## src/design/assert_macros.svh

```systemverilog
// ---------------------------------------------------------------------------
// assert_macros
// shared concurrent assertion wrappers, clocked on clk, quiet during rst
// ---------------------------------------------------------------------------
`ifndef ASSERT_MACROS_SVH
`define ASSERT_MACROS_SVH

// same-cycle implication
`define ASSERT_SAME(label, ante, cons) \
  label: assert property (@(posedge clk) disable iff (rst) (ante) |-> (cons)) \
    else $error("assertion failed");

// next-cycle implication
`define ASSERT_NEXT(label, ante, cons) \
  label: assert property (@(posedge clk) disable iff (rst) (ante) |=> (cons)) \
    else $error("assertion failed");

`endif

```

## src/design/clsu_pkg.sv

```systemverilog
// ---------------------------------------------------------------------------
// clsu_pkg
// shared constants and codes of the cursor list store
// ---------------------------------------------------------------------------
package clsu_pkg;

  localparam int DEPTH_DEF      = 16;
  localparam int DATA_WIDTH_DEF = 32;
  localparam int APB_DATA_W     = 32;
  localparam int APB_ADDR_W     = 3;

  typedef enum logic [2:0] {
    OP_INSERT  = 3'd0,
    OP_REMOVE  = 3'd1,
    OP_REPLACE = 3'd2,
    OP_CLEAR   = 3'd3,
    OP_FIRST   = 3'd4,
    OP_LAST    = 3'd5,
    OP_NEXT    = 3'd6,
    OP_PRIOR   = 3'd7
  } op_t;

  typedef enum logic [1:0] {
    ST_OK       = 2'd0,
    ST_FULL     = 2'd1,
    ST_EMPTY    = 2'd2,
    ST_BOUNDARY = 2'd3
  } status_t;

  // register word index, taken from paddr above the byte lanes
  localparam logic REG_CAPACITY = 1'b0;

endpackage

```

## src/design/cursor_list_store_unit.sv

```systemverilog
// ---------------------------------------------------------------------------
// cursor_list_store_unit
// bounded ordered list with a cursor, command port plus apb register port
// ---------------------------------------------------------------------------
// A command transaction is taken when start is high and busy is low; operation
// selects insert, remove, replace, clear, first, last, next or prior, and
// data_item carries the value for insert and replace.
// Exactly one result transaction follows each command: done is high for one
// cycle with status, cursor_item, cursor_position, item_count, list_empty and
// list_full valid in that same cycle. The receiver cannot stall, so the
// result is always taken in that cycle.
// Most commands go from the accepting edge straight to the result fetch. A
// replace or an insert into an empty list first writes the entry, a remove
// of the tail entry first updates count and cursor. Other removes first
// shift the entries behind the cursor down, an insert into a non-empty list
// those from the cursor on up, one entry per cycle through the one read and
// one write port of the entry memory. busy stays high until done has been
// shown, so the next command enters at the earliest on the cycle after done.
// The capacity_limit register sits at byte address 0; write it only while no
// command is in flight. Reset empties the list, sets the cursor to 0 and the
// limit to DEPTH; the entry memory needs no clearing.
// ---------------------------------------------------------------------------
module cursor_list_store_unit #(
  parameter int DEPTH      = clsu_pkg::DEPTH_DEF,
  parameter int DATA_WIDTH = clsu_pkg::DATA_WIDTH_DEF,
  localparam int IDX_W     = $clog2(DEPTH),
  localparam int CNT_W     = $clog2(DEPTH + 1)
) (
  input  logic                            clk,
  input  logic                            rst,
  input  logic                            start,
  output logic                            busy,
  input  logic [2:0]                      operation,
  input  logic [DATA_WIDTH-1:0]           data_item,
  output logic                            done,
  output logic [1:0]                      status,
  output logic [DATA_WIDTH-1:0]           cursor_item,
  output logic [IDX_W-1:0]                cursor_position,
  output logic [CNT_W-1:0]                item_count,
  output logic                            list_empty,
  output logic                            list_full,
  input  logic                            psel,
  input  logic                            penable,
  input  logic                            pwrite,
  input  logic [clsu_pkg::APB_ADDR_W-1:0] paddr,
  input  logic [clsu_pkg::APB_DATA_W-1:0] pwdata,
  output logic [clsu_pkg::APB_DATA_W-1:0] prdata,
  output logic                            pready
);

  import clsu_pkg::*;

  logic [CNT_W-1:0] capacity_limit;
  logic [CNT_W-1:0] limit;
  logic             cap_sel;

  assign pready  = 1'b1;
  assign cap_sel = (paddr[APB_ADDR_W-1] == REG_CAPACITY);

  always_ff @(posedge clk) begin
    if (rst) begin
      capacity_limit <= CNT_W'(DEPTH);
    end else if (psel && penable && pwrite && cap_sel) begin
      capacity_limit <= pwdata[CNT_W-1:0];
    end
  end

  assign prdata = cap_sel ? {{(APB_DATA_W-CNT_W){1'b0}}, capacity_limit} : '0;

  // zero acts as one, anything above the depth acts as the depth
  always_comb begin
    limit = capacity_limit;
    if (capacity_limit == '0) begin
      limit = CNT_W'(1);
    end else if (capacity_limit > CNT_W'(DEPTH)) begin
      limit = CNT_W'(DEPTH);
    end
  end

  clsu_ctrl #(
    .DEPTH      (DEPTH),
    .DATA_WIDTH (DATA_WIDTH)
  ) u_ctrl (
    .clk             (clk),
    .rst             (rst),
    .start           (start),
    .operation       (operation),
    .data_item       (data_item),
    .limit           (limit),
    .busy            (busy),
    .done            (done),
    .status          (status),
    .cursor_item     (cursor_item),
    .cursor_position (cursor_position),
    .item_count      (item_count),
    .list_empty      (list_empty),
    .list_full       (list_full)
  );

`include "assert_macros.svh"

  `ASSERT_NEXT(a_start_busy, start && !busy, busy)
  `ASSERT_NEXT(a_done_single, done, !done && !busy)
  `ASSERT_SAME(a_count_bound, done, item_count <= CNT_W'(DEPTH))
  `ASSERT_SAME(a_cursor_in_list, done && !list_empty, CNT_W'(cursor_position) < item_count)
  `ASSERT_SAME(a_empty_zero, done && list_empty, cursor_position == '0 && cursor_item == '0)

endmodule

```

## src/design/clsu_mem.sv

```systemverilog
// ---------------------------------------------------------------------------
// clsu_mem
// entry storage: one write port, one read port with registered read data
// ---------------------------------------------------------------------------
module clsu_mem #(
  parameter int DEPTH      = 16,
  parameter int DATA_WIDTH = 32,
  localparam int IDX_W     = $clog2(DEPTH)
) (
  input  logic                  clk,
  input  logic                  we,
  input  logic [IDX_W-1:0]      waddr,
  input  logic [DATA_WIDTH-1:0] wdata,
  input  logic                  re,
  input  logic [IDX_W-1:0]      raddr,
  output logic [DATA_WIDTH-1:0] rdata
);

  logic [DATA_WIDTH-1:0] mem [DEPTH];

  always_ff @(posedge clk) begin
    if (we) begin
      mem[waddr] <= wdata;
    end
  end

  always_ff @(posedge clk) begin
    if (re) begin
      rdata <= mem[raddr];
    end
  end

endmodule

```

## src/design/clsu_step.sv

```systemverilog
// ---------------------------------------------------------------------------
// clsu_step
// shared index unit: one step up or down and a compare against a bound
// ---------------------------------------------------------------------------
module clsu_step #(
  parameter int IDX_W = 4
) (
  input  logic [IDX_W-1:0] idx,
  input  logic [IDX_W-1:0] bound,
  input  logic             up,
  output logic [IDX_W-1:0] sum,
  output logic             hit
);

  assign sum = up ? idx + IDX_W'(1) : idx - IDX_W'(1);
  assign hit = (idx == bound);

endmodule

```

## src/design/clsu_ctrl.sv

```systemverilog
// ---------------------------------------------------------------------------
// clsu_ctrl
// operation sequencer: decodes a command, walks the shift, fetches the result
// ---------------------------------------------------------------------------
module clsu_ctrl #(
  parameter int DEPTH      = 16,
  parameter int DATA_WIDTH = 32,
  localparam int IDX_W     = $clog2(DEPTH),
  localparam int CNT_W     = $clog2(DEPTH + 1)
) (
  input  logic                  clk,
  input  logic                  rst,
  input  logic                  start,
  input  logic [2:0]            operation,
  input  logic [DATA_WIDTH-1:0] data_item,
  input  logic [CNT_W-1:0]      limit,
  output logic                  busy,
  output logic                  done,
  output logic [1:0]            status,
  output logic [DATA_WIDTH-1:0] cursor_item,
  output logic [IDX_W-1:0]      cursor_position,
  output logic [CNT_W-1:0]      item_count,
  output logic                  list_empty,
  output logic                  list_full
);

  import clsu_pkg::*;

  typedef enum logic [2:0] {
    S_IDLE, S_SH_UP, S_SH_DN, S_DRAIN, S_PUT, S_FIX, S_FETCH, S_RESP
  } state_t;

  state_t                state;
  op_t                   op_in;
  op_t                   op_q;
  logic [DATA_WIDTH-1:0] data_q;
  logic [CNT_W-1:0]      count;
  logic [IDX_W-1:0]      cursor;
  logic [IDX_W-1:0]      src;
  logic [IDX_W-1:0]      dcur;
  logic [IDX_W-1:0]      wptr;
  logic                  wr_pend;
  status_t               status_q;
  logic                  empty_q;

  logic [CNT_W-1:0]      count_dec;
  logic [IDX_W-1:0]      last_idx;
  logic                  is_empty;
  logic                  is_full;

  logic [IDX_W-1:0]      st_idx;
  logic [IDX_W-1:0]      st_bound;
  logic                  st_up;
  logic [IDX_W-1:0]      st_sum;
  logic                  st_hit;

  logic                  mem_we;
  logic [IDX_W-1:0]      mem_waddr;
  logic [DATA_WIDTH-1:0] mem_wdata;
  logic                  mem_re;
  logic [IDX_W-1:0]      mem_raddr;
  logic [DATA_WIDTH-1:0] mem_rdata;

  assign op_in     = op_t'(operation);
  assign count_dec = count - CNT_W'(1);
  assign last_idx  = count_dec[IDX_W-1:0];
  assign is_empty  = (count == '0);
  assign is_full   = (count >= limit);

  // the step unit follows the cursor while deciding, the shift pointer otherwise
  always_comb begin
    st_idx   = src;
    st_up    = (state == S_SH_DN);
    st_bound = last_idx;
    if (state == S_IDLE || state == S_FIX) begin
      st_idx = cursor;
      st_up  = (op_in == OP_NEXT) || (op_in == OP_REMOVE);
    end
    if (state == S_SH_UP) begin
      st_bound = cursor;
    end
  end

  clsu_step #(
    .IDX_W (IDX_W)
  ) u_step (
    .idx   (st_idx),
    .bound (st_bound),
    .up    (st_up),
    .sum   (st_sum),
    .hit   (st_hit)
  );

  always_comb begin
    mem_we    = 1'b0;
    mem_waddr = wptr;
    mem_wdata = mem_rdata;
    mem_re    = 1'b0;
    mem_raddr = src;
    unique case (state)
      S_SH_UP, S_SH_DN: begin
        mem_re = 1'b1;
        mem_we = wr_pend;
      end
      S_DRAIN: begin
        mem_we = 1'b1;
      end
      S_PUT: begin
        mem_we    = 1'b1;
        mem_waddr = cursor;
        mem_wdata = data_q;
      end
      S_FETCH: begin
        mem_re    = 1'b1;
        mem_raddr = cursor;
      end
      S_IDLE, S_FIX, S_RESP: begin
      end
    endcase
  end

  clsu_mem #(
    .DEPTH      (DEPTH),
    .DATA_WIDTH (DATA_WIDTH)
  ) u_mem (
    .clk   (clk),
    .we    (mem_we),
    .waddr (mem_waddr),
    .wdata (mem_wdata),
    .re    (mem_re),
    .raddr (mem_raddr),
    .rdata (mem_rdata)
  );

  always_ff @(posedge clk) begin
    if (rst) begin
      state           <= S_IDLE;
      count           <= '0;
      cursor          <= '0;
      wr_pend         <= 1'b0;
      done            <= 1'b0;
      status_q        <= ST_OK;
      op_q            <= OP_INSERT;
      empty_q         <= 1'b1;
      cursor_position <= '0;
      item_count      <= '0;
      list_full       <= 1'b0;
    end else begin
      done <= 1'b0;
      unique case (state)
        S_IDLE: begin
          if (start) begin
            op_q     <= op_in;
            data_q   <= data_item;
            wr_pend  <= 1'b0;
            status_q <= ST_OK;
            state    <= S_FETCH;
            unique case (op_in)
              OP_INSERT: begin
                if (is_full) begin
                  status_q <= ST_FULL;
                end else if (is_empty) begin
                  cursor <= '0;
                  state  <= S_PUT;
                end else begin
                  src   <= last_idx;
                  dcur  <= count[IDX_W-1:0];
                  state <= S_SH_UP;
                end
              end
              OP_REMOVE: begin
                if (is_empty) begin
                  status_q <= ST_EMPTY;
                end else if (st_hit) begin
                  state <= S_FIX;
                end else begin
                  src   <= st_sum;
                  dcur  <= cursor;
                  state <= S_SH_DN;
                end
              end
              OP_REPLACE: begin
                if (is_empty) begin
                  status_q <= ST_EMPTY;
                end else begin
                  state <= S_PUT;
                end
              end
              OP_CLEAR: begin
                count  <= '0;
                cursor <= '0;
              end
              OP_FIRST: begin
                if (is_empty) begin
                  status_q <= ST_EMPTY;
                end else begin
                  cursor <= '0;
                end
              end
              OP_LAST: begin
                if (is_empty) begin
                  status_q <= ST_EMPTY;
                end else begin
                  cursor <= last_idx;
                end
              end
              OP_NEXT: begin
                if (is_empty) begin
                  status_q <= ST_EMPTY;
                end else if (st_hit) begin
                  status_q <= ST_BOUNDARY;
                end else begin
                  cursor <= st_sum;
                end
              end
              OP_PRIOR: begin
                if (is_empty) begin
                  status_q <= ST_EMPTY;
                end else if (cursor == '0) begin
                  status_q <= ST_BOUNDARY;
                end else begin
                  cursor <= st_sum;
                end
              end
            endcase
          end
        end
        // read one entry per cycle, write it one slot over in the next cycle
        S_SH_UP, S_SH_DN: begin
          wr_pend <= 1'b1;
          wptr    <= dcur;
          dcur    <= src;
          src     <= st_sum;
          if (st_hit) begin
            state <= S_DRAIN;
          end
        end
        S_DRAIN: begin
          wr_pend <= 1'b0;
          state   <= (op_q == OP_INSERT) ? S_PUT : S_FIX;
        end
        S_PUT: begin
          if (op_q == OP_INSERT) begin
            count <= count + CNT_W'(1);
          end
          state <= S_FETCH;
        end
        // removing the tail entry sends the cursor back to the head
        S_FIX: begin
          count <= count_dec;
          if (st_hit) begin
            cursor <= '0;
          end
          state <= S_FETCH;
        end
        S_FETCH: begin
          empty_q         <= is_empty;
          cursor_position <= is_empty ? '0 : cursor;
          item_count      <= count;
          list_full       <= is_full;
          done            <= 1'b1;
          state           <= S_RESP;
        end
        S_RESP: begin
          state <= S_IDLE;
        end
      endcase
    end
  end

  assign busy        = (state != S_IDLE);
  assign status      = status_q;
  assign list_empty  = empty_q;
  assign cursor_item = empty_q ? '0 : mem_rdata;

endmodule

```

## config.mk

```make
export PLATFORM = sky130hd
export DESIGN_NAME = cursor_list_store_unit
export DESIGN_NICKNAME = d
export VERILOG_FILES = /design/src/design/clsu_pkg.sv /design/src/design/cursor_list_store_unit.sv /design/src/design/clsu_mem.sv /design/src/design/clsu_step.sv /design/src/design/clsu_ctrl.sv
export VERILOG_INCLUDE_DIRS = /design/src /design/src/design
export SDC_FILE = /design/constraint.sdc
export NUM_CORES = 1
export LEC_CHECK = 0
export BUFFER_PORTS_ARGS = -buffer_cell sky130_fd_sc_hd__buf_2
export CAP_MARGIN = 20
export CORE_MARGIN = 2
export CORE_UTILIZATION = 42
export DETAILED_ROUTE_END_ITERATION = 8
export SLEW_MARGIN = 20
export SYNTH_ARGS = -nofsm -noshare
export SYNTH_HDL_FRONTEND = slang
export SYNTH_HIERARCHICAL = 1
export SYNTH_SLANG_ARGS = --single-unit
```

## constraint.sdc

```tcl
create_clock -name clk -period 5.7 [get_ports clk]
set_input_delay 0.285 -clock clk [delete_from_list [all_inputs] [get_ports clk]]
set_output_delay 0.285 -clock clk [all_outputs]
set_load 0.05 [all_outputs]
```

==> flow_summary.ini, run 1 <==
[yosys]
yosysTopAreaCellShare = 0.704
synth_flop_cell = edfxtp_1
synth_cells = 1355
synth.cells.most_frequent = edfxtp_1 (588), mux4_2 (128), nand2_1 (95)
syn_area_per_cell_sq_um = 18.5
synth-async-reset-ratio = 0
yosys_warnings = 6
netlist_area_sq_um = 25100
seq_area_frac_synth = 0.732
ys_seq_elements = 623
synth-edff-count = 588
synth_area_leaders = edfxtp_1 (70%), mux4_2 (11%), dfxtp_1 (2.8%)
synth_most_common_cell = edfxtp_1
synth_top_area_cell = edfxtp_1
synth_cell_types = 65

[layout]
drive_gt1_frac = 0.285
fin_nets = 1600
synthToLayoutAreaGrowth_pct = 15.9
diodes = 0

[sta]
slew_viol_final = 0
fin_crit_sh = 0.667
period_needed_ps = 3800
hold_viol_final = 0
setup_tns_ps = 0
finalSetupViolCount = 0
skew_ps = 43.8
worstMarginPinSlew_ps = 1110
timing.fmax_mhz = 263
rsz0062_at_grt = false
slew_headroom = 0.257

[power_and_ir_drop]
p_per_area_nw_per_um2 = 529
clockPowerShare = 0.271
intPower_mw = 10.6
irDropWorstVdd_v = 0.000330
power_frac_comb = 0.291
switching_share = 0.313
p_leak_nw = 9.57
seq_power_share = 0.439
switchingPower_mw = 4.81
total_power_mw = 15.4

[critical_path]
endpoint_kind = flop
worstPathRequired_ps = 5970
arrival_ps = 4070
cp_slowest_cell = dfxtp_1
crit_fanout = 17
critPathLaunchType = flop
crit_path_max_incr_delay_ps = 650
cp_common_cell = nor2_4
crit_family = simple AND/OR/NAND/NOR gates
critPathKind = flop to flop
crit_chain = nand2b_1 -> nor2_4 -> mux2_2 -> or3b_2 -> nor2_4 -> buf_4
path_buf_inv = 1

[outcome]
status = finished clean

[place]
place.gp.congestion = 0.796
portBuffers = 98
hpwl_mm = 30.5

[drt]
routedWlPerCell_um = 23.4
routed_wl_mm = 54.8
drtIter0Drc = 982
vias = 12893
vias_per_cell = 5.51
drc = 0
antenna_left = 0
dr.pass1.iters = 6

[grt]
grt.overflow.total = 0
grt_pass1_wl_mm = 81.4
grt_pass1_vias = 12793
antenna_found_initial = 0
track_usage = 0.180
grt_max_degree = 73

[clock_tree]
cts_root_buffer = clkbuf_16
cts_buffers = 61
clockBufferDepth = 3
cts.sinks = 623
clk_pin_slew_ps = 60
htreeDepth = 2
clk_latency_ps = 640
cts_tree = done
cts.repair.resized = 0

[min_path]
hp-class = input pin to flop

[die]
initial_utilization = 0.425
ioPinCount = 156
core_area_sq_um = 59000
rows = 89
chipHeight_um = 248
die_area_sq_um = 61700
die_w_um = 248

[flow_run]
drv_cap = 0
## final timing paths
path,startpoint,to,slack [ps],depth (start not counted)
min reg2reg,u_ctrl/dcur[2],u_ctrl/wptr[2],420,0
max reg2reg,u_ctrl/state[2],u_ctrl/u_mem/mem[3][31],1900,6
max,u_ctrl/state[2],u_ctrl/u_mem/mem[3][31],1900,6
min,operation[0],u_ctrl/op_q[0],60,3
## metal layers
layer,up-vias,routed length [um],part of all wire,track usage
li1,5695,-,-,-
met3,85,2800,0.051,0.0279
met5,-,0,0,0
met2,355,27400,0.50,0.303
met1,6758,23600,0.43,0.249
met4,0,1030,0.019,0.0417
## cells in the final DEF (no fill, tap or decap), types with 32 or more instances in the layout
cell           count
buf_4             34
mux2_2            42
nand2_1           92
buf_2             98
dlygate4sd3_1     37
mux4_2           128
nor2_1            32
nor2b_1           38
edfxtp_1         588
clkbuf_16         62
a21oi_1           33
a22oi_1           65
dfxtp_1           34
## state kept, by name (all words and copies together) (netlist names)
signal / cells
u_ctrl/u_mem/mem: 512
u_ctrl/data_q: 32
u_ctrl/u_mem/rdata: 32
capacity_limit: 5
u_ctrl/count: 5
u_ctrl/item_count: 5
u_ctrl/cursor: 4
u_ctrl/cursor_position: 4
u_ctrl/dcur: 4
u_ctrl/src: 4
u_ctrl/wptr: 4
u_ctrl/op_q: 3
u_ctrl/state: 3
u_ctrl/status: 2
u_ctrl/done: 1
u_ctrl/list_empty: 1
u_ctrl/list_full: 1
u_ctrl/wr_pend: 1
## power groups by stage
stage	registers (mW)	clock network, mW	logic, mW
floorplan	6.71	0	3.23
global placement	6.82	0	4.41
detailed placement	6.84	0	4.51
CTS	6.75	4.25	4.54
global route	6.80	4.43	4.86
finish	6.74	4.16	4.47
## worst min-delay path, cell delays in order
cell and delay [ps]:
buf_2 190, nand2_1 80, a21oi_1 50
## cells by family after synthesis
group	after synthesis	share of synthesized area
flip-flops	623	0.732
AND/OR/NAND/NOR	249	0.0499
multiplexers	185	0.140
AO/OA/AOI/OAI	154	0.0424
buffers and inverters	120	0.0257
adder cells (fa/ha/maj)	11	0.00579
XOR/XNOR	11	0.00384
other	2	0.000300
## timing repair
action / 4_1_cts / 5_1_grt
hold buffers: 37 / 0
hold endpoints to repair: 37 / 0
buffers inserted: 0 / 0
## area by class of cell
cell class | instances | area (sq um)
Fill cell | 4811 | 30000
Multi-Input combinational cell | 638 | 6340
Clock inverter | 41 | 492
Timing Repair Buffer | 176 | 1260
Tap cell | 773 | 967
Inverter | 13 | 48.8
Sequential cell | 623 | 18400
Clock buffer | 75 | 1600
## stage by stage
stage               setup WS, ps  std cells   util  area (sq um)  hold slack [ps]
global placement            1910       2186  0.451         26600              404
finish                      1900       2339  0.492         29100             59.3
global route                1650       2339  0.492         29100             48.8
CTS                         1840       2339  0.492         29100             24.7
detailed placement          1840       2186  0.451         26600              406
floorplan                   1310       1381      -         25200              384
(Power assumes the default switching activity.)
==> run 2: changes to the inputs <==
Clock period 5.7 ns to 3.7 ns, I/O delays scaled along.
==> run 2 against run 1 <==
Net effect: maximum frequency up 17%; final area grew 0.75%; hold slack got worse by 13 ps; combinational power up 59%; sequential power rose by 53%; global-route usage up 0.088 points; clock skew is 23 ps lower; total power grew 55%; cell count increased by 1.2%; critical endpoint is now u_ctrl/state[1].
==> flow_summary.ini, run 2 (same netlist as run 1, synthesis figures left out) <==
[outcome]
status = finished clean

[drt]
antenna_left = 0
vias = 13031
drc = 0
dr.pass1.iters = 5
vias_per_cell = 5.50
routed_wl_mm = 55.3
drtIter0Drc = 936
routedWlPerCell_um = 23.4

[critical_path]
critPathLaunchType = flop
critPathKind = flop to flop
crit_fanout = 10
arrival_ps = 3710
endpoint_kind = flop
worstPathRequired_ps = 4150

[sta]
fin_crit_sh = 0.881
finalSetupViolCount = 0
period_needed_ps = 3260
rsz0062_at_grt = false
hold_viol_final = 0
slew_viol_final = 0
timing.fmax_mhz = 307
skew_ps = 21.0
setup_tns_ps = 0
holdWs_ps = 46.0
slew_headroom = 0.302
worstMarginPinSlew_ps = 1040

[layout]
diodes = 0
largest_reg_flops = 512
synthToLayoutAreaGrowth_pct = 16.8
post-route-util = 0.496
final_common_cell = edfxtp_1
top_register = u_ctrl/u_mem/mem
drive_gt1_frac = 0.295
fillers = 4827
reg_top3 = u_ctrl/u_mem/mem x512, u_ctrl/data_q x32, u_ctrl/u_mem/rdata x32
fin_nets = 1632
mostFrequentLayoutCells = edfxtp_1 (588), mux4_2 (128), buf_2 (98), nand2_1 (92), clkbuf_16 (67)
final_area_sq_um = 29300

[power_and_ir_drop]
switchingPower_mw = 7.53
switching_share = 0.317
seq_power_share = 0.434
total_power_mw = 23.8
clockPowerShare = 0.266
p_leak_nw = 9.71
irDropWorstVdd_v = 0.000441
p_per_area_nw_per_um2 = 812
intPower_mw = 16.3
power_frac_comb = 0.299

[clock_tree]
cts.repair.resized = 0
cts.sinks = 623
clk_latency_ps = 600
clk_pin_slew_ps = 60
cts_root_buffer = clkbuf_16
htreeDepth = 3
cts_buffers = 67
clockBufferDepth = 3
cts_tree = done

[flow_run]
drv_cap = 0

[die]
rows = 89
core_area_sq_um = 59000
die_w_um = 248
ioPinCount = 156
die_area_sq_um = 61700
initial_utilization = 0.425
chipHeight_um = 248

[grt]
antenna_found_initial = 0
grt_max_degree = 62
grt_pass1_vias = 12853
grt.overflow.total = 0
track_usage = 0.181
grt_pass1_wl_mm = 82.0

[place]
place.gp.congestion = 0.772
hpwl_mm = 31.4
portBuffers = 98
placed_area_sq_um = 26800

[min_path]
hp-class = input pin to flop
-- run 2: area by class of cell --
class | instances | area [sq um] | share of cell area
Clock buffer | 83 | 1740 | 0.0593
Clock inverter | 36 | 320 | 0.0109
Inverter | 13 | 48.8 | 0.00167
Multi-Input combinational cell | 638 | 6340 | 0.216
Sequential cell | 623 | 18400 | 0.627
Tap cell | 773 | 967 | 0.0330
Timing Repair Buffer | 202 | 1510 | 0.0515
-- run 2: routing by layer --
layer	vias up	track usage	part of all wire
met3	77	0.0279	0.053
met5	-	0	0
met4	0	0.0548	0.019
li1	5744	-	-
met2	389	0.291	0.48
met1	6821	0.257	0.44
-- run 2: through the flow --
step	instances	setup slack [ps]
2_1_floorplan	1381	-520
3_3_place_gp	2209	548
3_5_place_dp	2209	470
4_1_cts	2368	464
5_1_grt	2368	137
6_report	2368	440
-- run 2: power by group through the flow --
stage	registers [mW]	logic, mW	clock network [mW]
after detailed placement	10.5	7.19	0
after global placement	10.4	7.04	0
after CTS	10.3	7.24	6.51
after floorplan	10.3	4.97	0
after global routing	10.4	7.73	6.78
final	10.3	7.12	6.34
-- run 2: timing repair --
item / 4_1_cts / 5_1_grt
hold buffers: 40 / 0
endpoints found under the hold margin: 41 / 0
buffers inserted: 0 / 0
-- run 2: path summary, 6_finish.rpt --
check	from	end	slack [ps]	depth (start not counted)
setup / recovery	u_ctrl/state[2]	u_ctrl/state[1]	440	11
hold / removal	start	u_ctrl/wr_pend	50	4
setup reg to reg	u_ctrl/state[2]	u_ctrl/state[1]	440	11
hold reg to reg	u_ctrl/dcur[0]	u_ctrl/wptr[0]	430	0
-- run 2: worst max-delay path: stages (launching register included) --
cell and delay, ps:
dfxtp_1 400, or2_4 320, a21oi_1 330, mux2_2 450
xor2_1 190, nor4_2 250, buf_4 210, inv_1 70
o21ai_0 200, a21oi_2 80, a2111oi_1 490, o41ai_2 120
